--- config.mk ---
export PLATFORM = sky130hd
export DESIGN_NAME = x86_integer_alu_with_flags_core
export DESIGN_NICKNAME = d
export VERILOG_FILES = /design/src/rtl/core/xalu_pkg.sv /design/src/rtl/core/xalu_divider.sv /design/src/rtl/core/x86_integer_alu_with_flags_core.sv
export VERILOG_INCLUDE_DIRS = /design/src /design/src/rtl/core
export SDC_FILE = /design/constraint.sdc
export NUM_CORES = 2
export LEC_CHECK = 0
export BUFFER_PORTS_ARGS = -buffer_cell sky130_fd_sc_hd__buf_4
export CAP_MARGIN = 20
export CORE_ASPECT_RATIO = 1.4
export CORE_MARGIN = 4
export CORE_UTILIZATION = 44
export CTS_BUF_LIST = sky130_fd_sc_hd__clkbuf_2
export CTS_CLUSTER_SIZE = 40
export DETAILED_ROUTE_END_ITERATION = 10
export PLACE_DENSITY_LB_ADDON = 0.2
export SYNTH_ARGS = -nofsm -noshare
export SYNTH_HDL_FRONTEND = slang
export SYNTH_HIERARCHICAL = 1
export SYNTH_SLANG_ARGS = --single-unit
export TNS_END_PERCENT = 5
--- constraint.sdc ---
create_clock -name clk -period 21.8 [get_ports clk]
set_clock_uncertainty 0.05 [all_clocks]
set_input_delay 2.18 -clock clk [delete_from_list [all_inputs] [get_ports clk]]
set_output_delay 2.18 -clock clk [all_outputs]
set_load 0.02 [all_outputs]
--- src/rtl/core/x86_integer_alu_with_flags_core_assert.svh ---
// Assertion macros used by the integer ALU core module.
// Depends on nothing; included inside module bodies.
`ifndef X86_INTEGER_ALU_WITH_FLAGS_CORE_ASSERT_SVH
`define X86_INTEGER_ALU_WITH_FLAGS_CORE_ASSERT_SVH
// Implication checked every clock edge outside reset.
`define XALU_ASSERT_IMP(lbl, a, c) \
  lbl: assert property (@(posedge clk) disable iff (rst) (a) |-> (c)) \
    else $error("assertion failed");
// Next-cycle implication checked outside reset.
`define XALU_ASSERT_NXT(lbl, a, c) \
  lbl: assert property (@(posedge clk) disable iff (rst) (a) |=> (c)) \
    else $error("assertion failed");
`endif

--- src/rtl/core/xalu_pkg.sv ---
// Package for the integer ALU core: word types, command codes, flag layout.
// Depends on nothing.
package xalu_pkg;
  localparam int WORD_BITS = 32;

  localparam logic [3:0] CMD_ADD = 4'd0;
  localparam logic [3:0] CMD_SUB = 4'd1;
  localparam logic [3:0] CMD_CMP = 4'd2;
  localparam logic [3:0] CMD_INC = 4'd3;
  localparam logic [3:0] CMD_DEC = 4'd4;
  localparam logic [3:0] CMD_NEG = 4'd5;
  localparam logic [3:0] CMD_ADC = 4'd6;
  localparam logic [3:0] CMD_SBB = 4'd7;
  localparam logic [3:0] CMD_MUL = 4'd8;
  localparam logic [3:0] CMD_IMUL1 = 4'd9;
  localparam logic [3:0] CMD_IMULT = 4'd10;
  localparam logic [3:0] CMD_DIV = 4'd11;
  localparam logic [3:0] CMD_IDIV = 4'd12;

  localparam logic [1:0] SIZE_BYTE  = 2'd0;
  localparam logic [1:0] SIZE_WORD  = 2'd1;
  localparam logic [1:0] SIZE_DWORD = 2'd2;
  // Spare size code; behaves as doubleword.
  localparam logic [1:0] SIZE_RSVD  = 2'd3;

  typedef struct packed {
    logic [3:0]  cmd;
    logic [1:0]  size_code;
    logic [31:0] dest_value;
    logic [31:0] src_value;
    logic [31:0] acc_low;
    logic [31:0] acc_high;
  } in_word_t;

  typedef struct packed {
    logic [31:0] result_low;
    logic [31:0] result_high;
    logic        write_back;
    logic        high_valid;
    logic        carry_flag;
    logic        zero_flag;
    logic        sign_flag;
    logic        overflow_flag;
    logic        divide_fault;
  } out_word_t;

  // Operand width mask for a size code; code three means doubleword.
  function automatic logic [31:0] size_mask(input logic [1:0] sz);
    unique case (sz)
      SIZE_BYTE: size_mask = 32'h0000_00FF;
      SIZE_WORD: size_mask = 32'h0000_FFFF;
      default:   size_mask = 32'hFFFF_FFFF;
    endcase
  endfunction

  // Sign bit of a value at operand size.
  function automatic logic size_msb(input logic [31:0] v, input logic [1:0] sz);
    unique case (sz)
      SIZE_BYTE: size_msb = v[7];
      SIZE_WORD: size_msb = v[15];
      default:   size_msb = v[31];
    endcase
  endfunction
endpackage

--- src/rtl/core/xalu_divider.sv ---
// Unsigned 64-by-32 restoring divider, one quotient bit per cycle.
// Stand-alone; uses no package.
module xalu_divider (
  input  logic        clk,
  input  logic        rst,
  input  logic        start,
  input  logic [63:0] numer,
  input  logic [31:0] denom,
  output logic        busy,
  output logic        done,
  output logic [63:0] quot,
  output logic [31:0] rem
);
  logic [63:0] q;
  logic [32:0] r;
  logic [31:0] dv;
  logic [6:0]  count;
  logic [32:0] shifted;
  logic [33:0] diff;

  // One shift-and-subtract step on the subtractor.
  always_comb begin
    shifted = {r[31:0], q[63]};
    diff    = {1'b0, shifted} - {2'b00, dv};
  end

  always_ff @(posedge clk) begin
    if (rst) begin
      busy  <= 1'b0;
      done  <= 1'b0;
      count <= '0;
    end else if (start) begin
      busy  <= 1'b1;
      done  <= 1'b0;
      count <= 7'd64;
      q     <= numer;
      r     <= '0;
      dv    <= denom;
    end else if (busy) begin
      if (!diff[33]) begin
        r <= diff[32:0];
        q <= {q[62:0], 1'b1};
      end else begin
        r <= shifted;
        q <= {q[62:0], 1'b0};
      end
      count <= count - 7'd1;
      busy  <= (count != 7'd1);
      done  <= (count == 7'd1);
    end else begin
      done <= 1'b0;
    end
  end

  assign quot = q;
  assign rem  = r[31:0];
endmodule

--- src/rtl/core/x86_integer_alu_with_flags_core.sv ---
// Integer ALU core: add/sub family with CF/ZF/SF/OF, multiply and divide.
// Every instruction takes an operand, runs in a sequencer and returns one
// result word. An add or subtract family instruction goes from the execute
// state to the output state; a multiply passes through a multiply state, a
// divide by zero through a fault state, and a divide waits on the 64-step
// shift-subtract divider (operands are sized to a 64-bit numerator). The
// result is held until out_ready. The input is not ready while an item is
// in flight; the flags reset to zero. Depends on xalu_pkg and xalu_divider.
module x86_integer_alu_with_flags_core (
  input  logic                clk,
  input  logic                rst,
  input  logic                in_valid,
  output logic                in_ready,
  input  xalu_pkg::in_word_t  in_word,
  output logic                out_valid,
  input  logic                out_ready,
  output xalu_pkg::out_word_t out_word
);
  import xalu_pkg::*;
  `include "x86_integer_alu_with_flags_core_assert.svh"

  localparam logic [2:0] ST_IDLE = 3'd0;
  localparam logic [2:0] ST_EXEC = 3'd1;
  localparam logic [2:0] ST_MUL  = 3'd2;
  localparam logic [2:0] ST_DIVW = 3'd3;
  localparam logic [2:0] ST_DIVF = 3'd4;
  localparam logic [2:0] ST_OUT  = 3'd5;

  logic [2:0]  state;
  in_word_t    op;
  logic [3:0]  flags;  // bit0 CF, bit1 ZF, bit2 SF, bit3 OF
  out_word_t   res;
  logic [31:0] m, d, s, a;
  logic [63:0] prod;
  logic        nneg, dneg;
  logic [63:0] numer, nm;
  logic [31:0] dm;
  logic        dv_start, dv_busy, dv_done;
  logic [63:0] dv_q;
  logic [31:0] dv_r;

  // Operands masked to operand size.
  always_comb begin
    m = size_mask(op.size_code);
    d = op.dest_value & m;
    s = op.src_value & m;
    a = op.acc_low & m;
  end

  // Divide operand preparation: magnitudes of numerator and divisor.
  always_comb begin
    unique case (op.size_code)
      SIZE_BYTE: numer = {48'd0, op.acc_low[15:0]};
      SIZE_WORD: numer = {32'd0, op.acc_high[15:0], op.acc_low[15:0]};
      default:   numer = {op.acc_high, op.acc_low};
    endcase
    unique case (op.size_code)
      SIZE_BYTE: nneg = (op.cmd == CMD_IDIV) && numer[15];
      SIZE_WORD: nneg = (op.cmd == CMD_IDIV) && numer[31];
      default:   nneg = (op.cmd == CMD_IDIV) && numer[63];
    endcase
    dneg = (op.cmd == CMD_IDIV) && size_msb(d, op.size_code);
    nm   = nneg ? (64'd0 - numer) : numer;
    unique case (op.size_code)
      SIZE_BYTE: nm = nm & 64'hFFFF;
      SIZE_WORD: nm = nm & 64'hFFFF_FFFF;
      default:   nm = nm;
    endcase
    dm = dneg ? ((32'd0 - d) & m) : d;
  end

  assign dv_start = (state == ST_EXEC) && (op.cmd == CMD_DIV || op.cmd == CMD_IDIV)
                    && (dm != 32'd0);

  xalu_divider u_div (
    .clk(clk), .rst(rst), .start(dv_start), .numer(nm), .denom(dm),
    .busy(dv_busy), .done(dv_done), .quot(dv_q), .rem(dv_r)
  );

  // Add/sub family sum from the shared adder, and the multiplier product.
  logic [32:0] sum;
  logic [31:0] lo, half;
  logic [31:0] sxd, sxo;
  logic        cf;
  logic [32:0] ma, mb;
  logic signed [65:0] mprod;
  always_comb begin
    cf   = flags[0];
    half = m >> 1;
    sum  = 33'd0;
    unique case (op.cmd)
      CMD_ADD, CMD_ADC: sum = {1'b0, d} + {1'b0, s}
                              + {32'd0, (op.cmd == CMD_ADC) & cf};
      CMD_SUB, CMD_CMP, CMD_SBB: begin
        sum = {1'b0, d} - {1'b0, s} - {32'd0, (op.cmd == CMD_SBB) & cf};
      end
      CMD_INC: sum = {1'b0, d} + 33'd1;
      CMD_DEC: sum = {1'b0, d} - 33'd1;
      CMD_NEG: sum = 33'd0 - {1'b0, d};
      default: sum = 33'd0;
    endcase
    lo = sum[31:0] & m;
    // Sign-extended multiply operands.
    sxd = size_msb(d, op.size_code) ? (d | ~m) : d;
    sxo = (op.cmd == CMD_IMULT) ? (size_msb(s, op.size_code) ? (s | ~m) : s)
                                : (size_msb(a, op.size_code) ? (a | ~m) : a);
    // One 33-by-33 signed multiplier serves both unsigned and signed forms.
    ma    = (op.cmd == CMD_MUL) ? {1'b0, d} : {sxd[31], sxd};
    mb    = (op.cmd == CMD_MUL) ? {1'b0, a} : {sxo[31], sxo};
    mprod = $signed(ma) * $signed(mb);
  end

  always_ff @(posedge clk) begin
    if (state == ST_EXEC) prod <= mprod[63:0];
  end

  logic [63:0] prod_hi;
  logic [63:0] qlim;
  logic [63:0] q_out;
  logic [31:0] r_out;
  logic        qbad;
  always_comb begin
    unique case (op.size_code)
      SIZE_BYTE: prod_hi = prod >> 8;
      SIZE_WORD: prod_hi = prod >> 16;
      default:   prod_hi = prod >> 32;
    endcase
    if (op.cmd == CMD_DIV) qlim = {32'd0, m};
    else if (nneg != dneg) qlim = {32'd0, half} + 64'd1;
    else qlim = {32'd0, half};
    qbad  = dv_q > qlim;
    q_out = (nneg != dneg) ? (64'd0 - dv_q) : dv_q;
    r_out = nneg ? (32'd0 - dv_r) : dv_r;
  end

  // Sequencer.
  always_ff @(posedge clk) begin
    if (rst) begin
      state <= ST_IDLE;
      flags <= 4'd0;
    end else begin
      unique case (state)
        ST_IDLE: if (in_valid) begin
          op    <= in_word;
          res   <= '0;
          state <= ST_EXEC;
        end
        ST_EXEC: begin
          unique case (op.cmd)
            CMD_ADD, CMD_ADC, CMD_SUB, CMD_CMP, CMD_SBB, CMD_INC, CMD_DEC,
            CMD_NEG: begin
              logic zf, sf, of, cn;
              zf = (lo == 32'd0);
              sf = size_msb(lo, op.size_code);
              cn = flags[0];
              of = 1'b0;
              unique case (op.cmd)
                CMD_ADD, CMD_ADC: begin
                  of = size_msb(~(d ^ s) & (d ^ lo), op.size_code);
                  cn = (op.size_code == SIZE_BYTE) ? sum[8] :
                       (op.size_code == SIZE_WORD) ? sum[16] : sum[32];
                end
                CMD_SUB, CMD_CMP, CMD_SBB: begin
                  of = size_msb((d ^ s) & (d ^ lo), op.size_code);
                  cn = ({1'b0, d} < ({1'b0, s} + {32'd0, (op.cmd == CMD_SBB) & cf}));
                end
                CMD_INC: of = (d == half);
                CMD_DEC: of = (d == half + 32'd1);
                default: begin
                  of = (d == half + 32'd1);
                  cn = (d != 32'd0);
                end
              endcase
              flags <= {of, sf, zf, cn};
              res.result_low    <= lo;
              res.write_back    <= (op.cmd != CMD_CMP);
              res.carry_flag    <= cn;
              res.zero_flag     <= zf;
              res.sign_flag     <= sf;
              res.overflow_flag <= of;
              state <= ST_OUT;
            end
            CMD_MUL, CMD_IMUL1, CMD_IMULT: state <= ST_MUL;
            CMD_DIV, CMD_IDIV: state <= (dm == 32'd0) ? ST_DIVF : ST_DIVW;
            default: begin
              res.carry_flag    <= flags[0];
              res.zero_flag     <= flags[1];
              res.sign_flag     <= flags[2];
              res.overflow_flag <= flags[3];
              state <= ST_OUT;
            end
          endcase
        end
        ST_MUL: begin
          res.result_low    <= prod[31:0] & m;
          res.result_high   <= (op.cmd == CMD_IMULT) ? 32'd0 : (prod_hi[31:0] & m);
          res.write_back    <= 1'b1;
          res.high_valid    <= (op.cmd != CMD_IMULT);
          res.carry_flag    <= flags[0];
          res.zero_flag     <= flags[1];
          res.sign_flag     <= flags[2];
          res.overflow_flag <= flags[3];
          state <= ST_OUT;
        end
        ST_DIVW: if (dv_done) begin
          res.carry_flag    <= flags[0];
          res.zero_flag     <= flags[1];
          res.sign_flag     <= flags[2];
          res.overflow_flag <= flags[3];
          if (qbad) begin
            res.divide_fault <= 1'b1;
          end else begin
            res.result_low  <= q_out[31:0] & m;
            res.result_high <= r_out & m;
            res.write_back  <= 1'b1;
            res.high_valid  <= 1'b1;
          end
          state <= ST_OUT;
        end
        ST_DIVF: begin
          res.carry_flag    <= flags[0];
          res.zero_flag     <= flags[1];
          res.sign_flag     <= flags[2];
          res.overflow_flag <= flags[3];
          res.divide_fault  <= 1'b1;
          state <= ST_OUT;
        end
        ST_OUT: if (out_ready) state <= ST_IDLE;
        default: state <= ST_IDLE;
      endcase
    end
  end

  assign in_ready  = (state == ST_IDLE);
  assign out_valid = (state == ST_OUT);
  assign out_word  = res;

  `XALU_ASSERT_IMP(a_div_quiet, dv_busy, state == ST_DIVW)
  `XALU_ASSERT_IMP(a_fault_nowb, out_valid && out_word.divide_fault,
                   !out_word.write_back && !out_word.high_valid)
  `XALU_ASSERT_NXT(a_out_from_done, state == ST_DIVW && dv_done, state == ST_OUT)
endmodule

==> impl_summary.log <==
[metrics] Detail Route Antenna Nets: 0
[metrics] GP Congestion: just over 1
[metrics] maximum root-to-sink buffer count: 3
[metrics] status: complete, but fails checks
[metrics] count of placed standard cells including taps: 9,772
[metrics] Top cell by count, worst path: fa_1
[metrics] basic-gate share of the synthesized area counting and, or, nand and nor cells: ~15%
[metrics] Root Buffer: clkbuf_2
[metrics] Arrival @ worst endpoint: 13,240 ps
[metrics] classification of the worst setup path: register to register
[metrics] Max Slew Vio Count: 0
[metrics] Post-Synthesis Cells: ~7,700
[metrics] clk sinks: between 400 and 500
[metrics] total grt overflow: 0
[metrics] clock-pin slew on the worst setup and hold paths: between 100 and 150 ps
[metrics] first-pass iteration count of the detailed router: 11
[metrics] share of async-settable or async-resettable flops after synthesis: 0%
[metrics] crit path time final: between 10,000 and 15,000 ps
[metrics] Total GRT Usage: a little under two fifths
[metrics] compound-gate portion of the synthesized area: roughly 11%
[metrics] # H-tree levels: 3
[metrics] fraction of final layout cells sized beyond drive strength 1: under 10%
[metrics] clock latency reported for the late side of the worst-skew pair: 1560 ps
[metrics] final setup violation count: 0
[metrics] prevailing post-synth register cell: edfxtp_1
[metrics] final-stage net count: approximately 9,500
[metrics] Post-synth EDFFs: 397
[metrics] failing checks: DRC
[metrics] die outline area: roughly 160,000 sq um
[metrics] Final Instance Count excl. Fillers: 9,976
[metrics] post-route DRC violation count: 3
[metrics] Post-Syn Area per Cell: between 9 and 10 sq um
[metrics] total of buffers placed on input and output ports: between 200 and 250
[metrics] hold crit path type: register to register
[metrics] number of synthesized register bits: just over 400
[metrics] area growth from synthesis to final layout: 7.76%
[metrics] aggregate routed wire length: around 310 mm
[metrics] multiplexer area fraction after synthesis: 2.24%
[metrics] setup repair after global routing missed its margin: no
[metrics] number of hold-repair buffers added at the cts stage: 0
[metrics] ratio of routed vias to standard cells: approximately 6.1
[metrics] portion of the clock cycle consumed by the worst path in the final layout: 56.1%
[metrics] number of max-capacitance violations reported: 0
[metrics] post-DP HPWL: 241 mm
[metrics] cell type with the largest total area after synthesis: fa_1
[metrics] wire length of the first global-routing pass: 444 mm
[metrics] kind of capture point of the worst setup path: register
[metrics] CTS Buf Count: between 90 and 100
[metrics] floorplan core area: 157,000 sq um
[metrics] nets in the synthesized netlist: roughly 9,400
[metrics] share of Yosys cell area claimed by the top area cell type: about a third
[metrics] clock tree from TritonCTS: built
[metrics] initial antenna violation count: 25
[metrics] maximum single-stage delay on the critical path: around 800 ps
[metrics] Cell Area, Synth: 69,500 sq um
[metrics] dominant combinational cell family by area after synthesis: adder cells
[metrics] part of the Yosys area used for sequential elements: between 10% and 20%
[metrics] worst slew margin relative to its limit: between 15 and 20%
[metrics] count of cells resized by post-cts repair: 0
[metrics] via count of the first global-routing pass: 63,700
[metrics] number of primary I/O pins: roughly 210
[metrics] largest net degree at the start of global routing: 73
[metrics] Max stage delay cell, worst path: edfxtp_1
[metrics] slew at the pin closest to its max-slew limit: between 1000 and 1500 ps
[metrics] number of endpoints with negative hold slack in the final report: 0
[metrics] Initial Utilization: between 40% and 50%
[metrics] Post-CTS Setup Inserts: 0
[metrics] row count: ~170
[metrics] routed len/inst: a little over 30 microns
[metrics] count of distinct cell types in the synthesized netlist: between 100 and 150
[metrics] top achievable clock speed: 81.8 MHz
[metrics] First DRT Iteration DRCs: between 5,000 and 6,000
[metrics] data required time of the worst path: roughly 23,000 ps
[metrics] floorplan die height: about 480 microns
[metrics] kind of launch point of the worst setup path: register
[metrics] die span in x: 344 microns
[metrics] Synth Warn #: 6
[metrics] leading post-synthesis cells by cell area: fa_1 (33%), edfxtp_1 (17%), ha_1 (8.0%), inv_1 (6.9%), nor2_1 (5.1%)
[metrics] final total negative setup slack: 0 ps
[metrics] XOR/XNOR Fraction of Synth Area: under 10%
[metrics] vias after detailed routing: slightly above 60,000
[metrics] area share of fa/ha/maj cells after synthesis: between 40% and 50%
[metrics] Max FO, Critical Path: 30
[cell type report]
type / count / area, sq um
diodes: 14 / 35.0
multi-input cells: 5625 / 51200
inverters: 1277 / 4790
repair buffers: 377 / 2930
flip-flops and latches: 413 / 12200
clock buffers: 122 / 611
clock inverters: 60 / 398
fillers: 15200 / 82000
well taps: 2088 / 2610
[registers in the layout, indices dropped and copies added (netlist names)]
signal and cells:
op 134, u_div/busy 1, flags 4, out_word 71
state 3, u_div/count 7, prod 64, u_div/quot 64
u_div/done 1, u_div/dv 32, u_div/r 32
[placed cells by master (no fill, tap or decap), types with 76 or more instances in the layout]
master,Yosys,routed
o21ai_0,261,259
buf_4,1,370
xor2_1,131,131
nand3_1,87,87
clkbuf_2,1,122
fa_1,1131,1130
mux2_2,76,76
a21oi_1,273,268
nor2_1,949,930
a21o_1,99,99
nand2_1,836,835
ha_1,444,444
o22ai_1,77,76
edfxtp_1,397,397
inv_1,1272,1271
xnor2_1,227,227
nor3_1,100,97
[layer usage]
| metal | wire length, microns | vias to the layer above | track usage, % |
|---|---|---|---|
| met5 | 126 | - | 0 |
| met1 | 104000 | 30300 | 41.7 |
| met2 | 142000 | 3619 | 60.5 |
| met3 | 29000 | 1376 | 9.21 |
| li1 | - | 25200 | - |
| met4 | 36800 | 20 | 34.0 |
[worst max-delay path, delay by kind of cell, from the launching register on]
kind	cells	cell delay, ps
multiplexers	1	170
AND/OR/NAND/NOR	5	980
flip-flops	1	800
AO/OA/AOI/OAI	11	4190
adder cells (fa/ha/maj)	9	4380
buffers and inverters	8	1220
[metrics by stage]
step	area, sq um	util [%]	worst slack (ps)	hold slack [ps]
final	74800	47.7	9570	363
after global routing	74800	47.7	9210	376
after CTS	74700	47.6	9770	420
after detailed placement	73700	46.9	9680	404
after global placement	73600	46.9	9730	394
after floorplan	69500	-	8850	387
[worst paths after layout]
kind	slack (ps)	endpoint	startpoint	cells past startpoint
worst min-delay path	360	u_div/quot[2]$_DFFE_PP_	u_div/quot[1]$_DFFE_PP_	1
worst max register to register	9570	prod[63]$_DFFE_PP_	op[130]$_DFFE_PP_	34
worst min register to register	360	u_div/quot[2]$_DFFE_PP_	u_div/quot[1]$_DFFE_PP_	1
worst max-delay path	9570	prod[63]$_DFFE_PP_	op[130]$_DFFE_PP_	34
[cell usage after synthesis (all sizes together), types with 21 or more instances]
library cell,count
a211oi,41
a21o,99
a21oi,274
a31oi,42
and2,46
and3,29
buf,44
clkbuf,327
edfxtp,397
fa,1131
ha,444
inv,1273
mux2,76
mux2i,68
nand2,837
nand2b,49
nand3,87
nand4,53
nor2,949
nor2b,28
nor3,102
nor4,46
o211ai,32
o21a,47
o21ai,270
o21bai,28
o221ai,21
o22ai,77
o31ai,41
o41ai,23
or2,26
or3,49
xnor2,227
xor2,131
[logic make-up (layout without fill, tap and decap cells)]
kind of cell | count (synthesis) | count (layout)
adder cells (fa/ha/maj) | 1575 | 1575
AO/OA/AOI/OAI | 1176 | 1176
XOR/XNOR | 358 | 358
buffers and inverters | 1649 | 1836
multiplexers | 145 | 145
flip-flops | 413 | 413
other | 0 | 14
AND/OR/NAND/NOR | 2371 | 2371
Power is not shown: default switching activity piles up to over one toggle a cycle in this logic, so the estimate is an artifact.
